[src/hw/rtl/vfc_pkg.sv]
`timescale 1ns / 1ps
// ---------------------------------------------------------------------------
// vfc_pkg
// Shared constants and types of the view frustum culling block.
// ---------------------------------------------------------------------------
package vfc_pkg;

   localparam int NUM_PLANES  = 6;
   localparam int FRAC_BITS   = 16;
   localparam int BOX_CORNERS = 8;
   localparam int PLANE_W     = (NUM_PLANES > 1) ? $clog2(NUM_PLANES) : 1;
   localparam int PROD_W      = 64;
   localparam int DIST_W      = 66;
   localparam int NUM_TERMS   = 6;

   localparam logic [1:0] REQ_LOAD   = 2'd0;
   localparam logic [1:0] REQ_SPHERE = 2'd1;
   localparam logic [1:0] REQ_BOX    = 2'd2;
   localparam logic [1:0] REQ_LINE   = 2'd3;

   localparam logic [1:0] VERDICT_OUTSIDE   = 2'd0;
   localparam logic [1:0] VERDICT_INTERSECT = 2'd1;
   localparam logic [1:0] VERDICT_INSIDE    = 2'd2;

   typedef struct packed {
      logic                   sph_out;
      logic                   sph_hit;
      logic                   a_behind;
      logic                   b_behind;
      logic [BOX_CORNERS-1:0] corner_behind;
   } eval_flags_type;

endpackage

[src/hw/rtl/vfc_eval.sv]
`timescale 1ns / 1ps
`default_nettype none
// ---------------------------------------------------------------------------
// vfc_eval
// Forms the plane distances of all box corners from the six registered
// products and the plane offset, and compares them for the current test.
// ---------------------------------------------------------------------------
module vfc_eval import vfc_pkg::*; (
   input  wire logic signed [PROD_W-1:0] term [NUM_TERMS],
   input  wire logic signed [31:0]       offset,
   input  wire logic signed [DIST_W-1:0] thresh,
   output eval_flags_type                flags
);

   logic signed [DIST_W-1:0] off_ext;
   logic signed [DIST_W-1:0] corner_dist [BOX_CORNERS];

   assign off_ext = DIST_W'(offset) <<< FRAC_BITS;

   // Corner bit 2 picks the second point's x, bit 1 its y, bit 0 its z; corner 0 is the first point.
   always_comb begin
      for (int j = 0; j < BOX_CORNERS; j++) begin
         corner_dist[j] = DIST_W'(j[2] ? term[3] : term[0])
                        + DIST_W'(j[1] ? term[4] : term[1])
                        + DIST_W'(j[0] ? term[5] : term[2])
                        + off_ext;
         flags.corner_behind[j] = corner_dist[j] < 0;
      end
      flags.a_behind = corner_dist[0] < 0;
      flags.b_behind = corner_dist[BOX_CORNERS-1] < 0;
      flags.sph_out  = corner_dist[0] < -thresh;
      flags.sph_hit  = (corner_dist[0] < thresh) && (corner_dist[0] > -thresh);
   end

endmodule
`default_nettype wire

[config.mk]
export PLATFORM = sky130hd
export DESIGN_NAME = vfc_eval
export DESIGN_NICKNAME = d
export VERILOG_FILES = /design/src/hw/rtl/vfc_pkg.sv /design/src/hw/rtl/vfc_eval.sv
export SDC_FILE = /design/constraint.sdc
export NUM_CORES = 2
export LEC_CHECK = 0
export ABC_AREA = 1
export BUFFER_PORTS_ARGS = -buffer_cell sky130_fd_sc_hd__buf_2
export CAP_MARGIN = 20
export CORE_ASPECT_RATIO = 0.8
export CORE_MARGIN = 2
export CORE_UTILIZATION = 40
export DETAILED_ROUTE_END_ITERATION = 6
export PLACE_DENSITY = 0.69
export SYNTH_ARGS = -nofsm -noshare
export SYNTH_HDL_FRONTEND = slang
export SYNTH_SLANG_ARGS = --single-unit
[constraint.sdc]
create_clock -name vclk -period 10.7
set_clock_uncertainty 0.15 [all_clocks]
set_input_delay 0.535 -clock vclk [all_inputs]
set_output_delay 0.535 -clock vclk [all_outputs]
set_load 0.05 [all_outputs]
==> flow_summary_export.csv <==
group,metric,value,unit
final_layout,fin_util,0.443,
route,avgRoutedWirePerCell,23.6,um
logic_synthesis,yosysMostFrequentCell,"inv_1",
setup_path,timing_worst_setup_path_type,"in -> out",
logic_synthesis,yosysTopAreaCellShare,0.268,
sta,drv_slew,0,
sta,fin_ws,1.36,ns
floorplan,initial_utilization,0.404,
setup_path,worstPathArrival,8.66,ns
route,drtAntennaViolNets,0,
final_layout,nets,9347,
final_layout,register_area,0,um^2
global_routing,antenna_found_initial,17,
sta,hold_viol,0,
sta,max_slew_margin,0.204,
min_path,min_path_type,"in -> out",
floorplan,core_area,117000,um^2
route,drtPass1Iterations,7,
flow_run,drv_cap,0,
route,wirelength,213,mm
power_and_ir_drop,swShare,0.657,
power_and_ir_drop,power,7.18,mW
sta,worst_pin_slew,1.19,ns
logic_synthesis,syn-cell-area,47200,um^2
sta,setup_viol,0,
floorplan,dieArea,121000,um^2
logic_synthesis,syn-instance-count,6954,
route,first_iter_violations,4920,
final_layout,area_growth,9.59,%
setup_path,cp.required,10.02,ns
sta,period_needed,9.34,ns
global_routing,grt_pass1_wl,305,mm
power_and_ir_drop,p_leak,28.4,nW
clock_tree,cts_resized,0,
power_and_ir_drop,vdd_ir_drop_max,0.0000721,V
global_routing,first_global_vias,48500,
sta,fin_setup_tns,0,ns
route,drc,0,
setup_path,cp-end-kind,"output pin",
power_and_ir_drop,internal-power,2.46,mW
floorplan,row_count,112,
place,dp_hpwl,197,mm
power_and_ir_drop,combPwrFrac,1.000,
min_path,worstHoldPathCells,7,
logic_synthesis,seq_area_frac_synth,0,
logic_synthesis,synth_cell_types,63,
power_and_ir_drop,p_sw,4.72,mW
setup_path,cpMostUsedCell,"nand2_1",
final_layout,clkbuf_count,0,
sta,finalCritPeriodShare,0.873,
setup_path,cp-start-kind,"input port",
place,preCtsSetupSlack,1.57,ns
clock_tree,post_cts_buffers,0,
floorplan,die_h,311,um
route,vias_per_cell,5.56,
sta,max_freq,107,MHz
logic_synthesis,syn-num-nets,8843,
power_and_ir_drop,seq_power_share,0,
final_layout,seq_cells,0,
power_and_ir_drop,power.share.clock,0,
setup_path,cp_slowest_cell,"o21ai_1",
logic_synthesis,synth_warnings,0,
logic_synthesis,avgSynthCellArea,6.78,um^2
logic_synthesis,yosysTopAreaCell,"ha_1",
place,io_buffer_count,494,
global_routing,grt_overflow,0,
power_and_ir_drop,powerDensity,139,nW/um^2
logic_synthesis,synth_area_leaders,"ha_1 27%, fa_1 17%, inv_1 13%",
floorplan,die_w,388,um
outcome,run_status,"finished clean",
logic_synthesis,synthTopCellsByCount,"1695 x inv_1, 1039 x nand2_1, 1010 x ha_1, 676 x a21oi_1, 575 x nor2_1",
floorplan,pin_count,494,
global_routing,track_usage,0.341,
global_routing,grt_max_degree,50,
sta,rsz0062_at_grt,"no",
final_layout,fillers,12500,
route,routed-via-count,50100,
setup_path,crit_fanout,5,
setup_path,slowest_delay,0.54,ns
final_layout,drive_gt1_frac,0.0833,
place,place_congestion,1.02,
clock_tree,ctsHoldBuffers,0,
==> power by group through the flow <==
stage / sequential [mW] / clock, mW / combinational, mW
floorplan: 0 / 0 / 4.80
global placement: 0 / 0 / 6.77
detailed placement: 0 / 0 / 6.97
CTS: 0 / 0 / 7.01
global route: 0 / 0.000000150 / 8.04
finish: 0 / 0.000000201 / 7.18
==> kinds of logic (layout without fill, tap and decap cells) <==
logic type	count (synthesis)	in the layout	synth area share
buf+inv	1717	2219	0.137
fa+ha+maj	1407	1407	0.437
compound gates	1401	1401	0.173
other cells	0	16	0
xor+xnor	364	364	0.0676
simple gates	2065	2065	0.186
==> stage by stage <==
step	hold slack (ns)	cell area [um^2]	instances
2_1_floorplan	1.46	47200	6954
3_3_place_gp	1.78	51600	8993
3_5_place_dp	1.77	51600	8993
4_1_cts	1.77	51600	8993
5_1_grt	1.86	51700	9007
6_report	1.75	51700	9011
==> per-layer routing <==
metal / global-route usage / part of all wire / vias up
met2: 0.506 / 0.41 / 2317
li1: - / - / 23700
met4: 0.0905 / 0.031 / 2
met3: 0.0729 / 0.11 / 246
met5: 0 / 0.000061 / -
met1: 0.495 / 0.45 / 23800
==> cell usage in the layout, fill, tap and decap left out, drive strengths merged, types with 10 or more instances in the layout <==
master	synthesis	routed
inv	1714	1713
nand3	167	167
buf	2	504
diode	0	16
nor2	589	589
nand2	1047	1047
ha	1010	1010
nand3b	10	10
nor3	102	102
xnor2	159	159
o21a	46	46
o211ai	23	23
xor2	205	205
a21oi	699	699
a211oi	43	43
fa	397	397
nand4	81	81
a21o	22	22
nor4	47	47
o221ai	24	24
o2111ai	19	19
a21boi	25	25
o21bai	22	22
o21ai	274	274
a31oi	154	154
o31ai	13	13
==> final timing paths <==
kind  slack (ns)         to  startpoint
max         1.36  flags[10]   term[256]
min         1.75  flags[11]  thresh[65]
==> cell type report <==
cell class	instances	area (um^2)	share of cell area
multi-input cells	5237	40700	0.788
inverters	1715	6440	0.125
repair buffers	504	2570	0.0497
well taps	1539	1930	0.0373
diodes	16	40.0	0.000775
==> critical path, delay by kind of cell <==
kind / cells / cell delay [ns]
simple gates: 20 / 3.20
buf+inv: 7 / 0.62
fa+ha+maj: 5 / 1.69
compound gates: 9 / 2.34
xor+xnor: 1 / 0.25
Note: power is estimated with default switching activity, not from simulation.
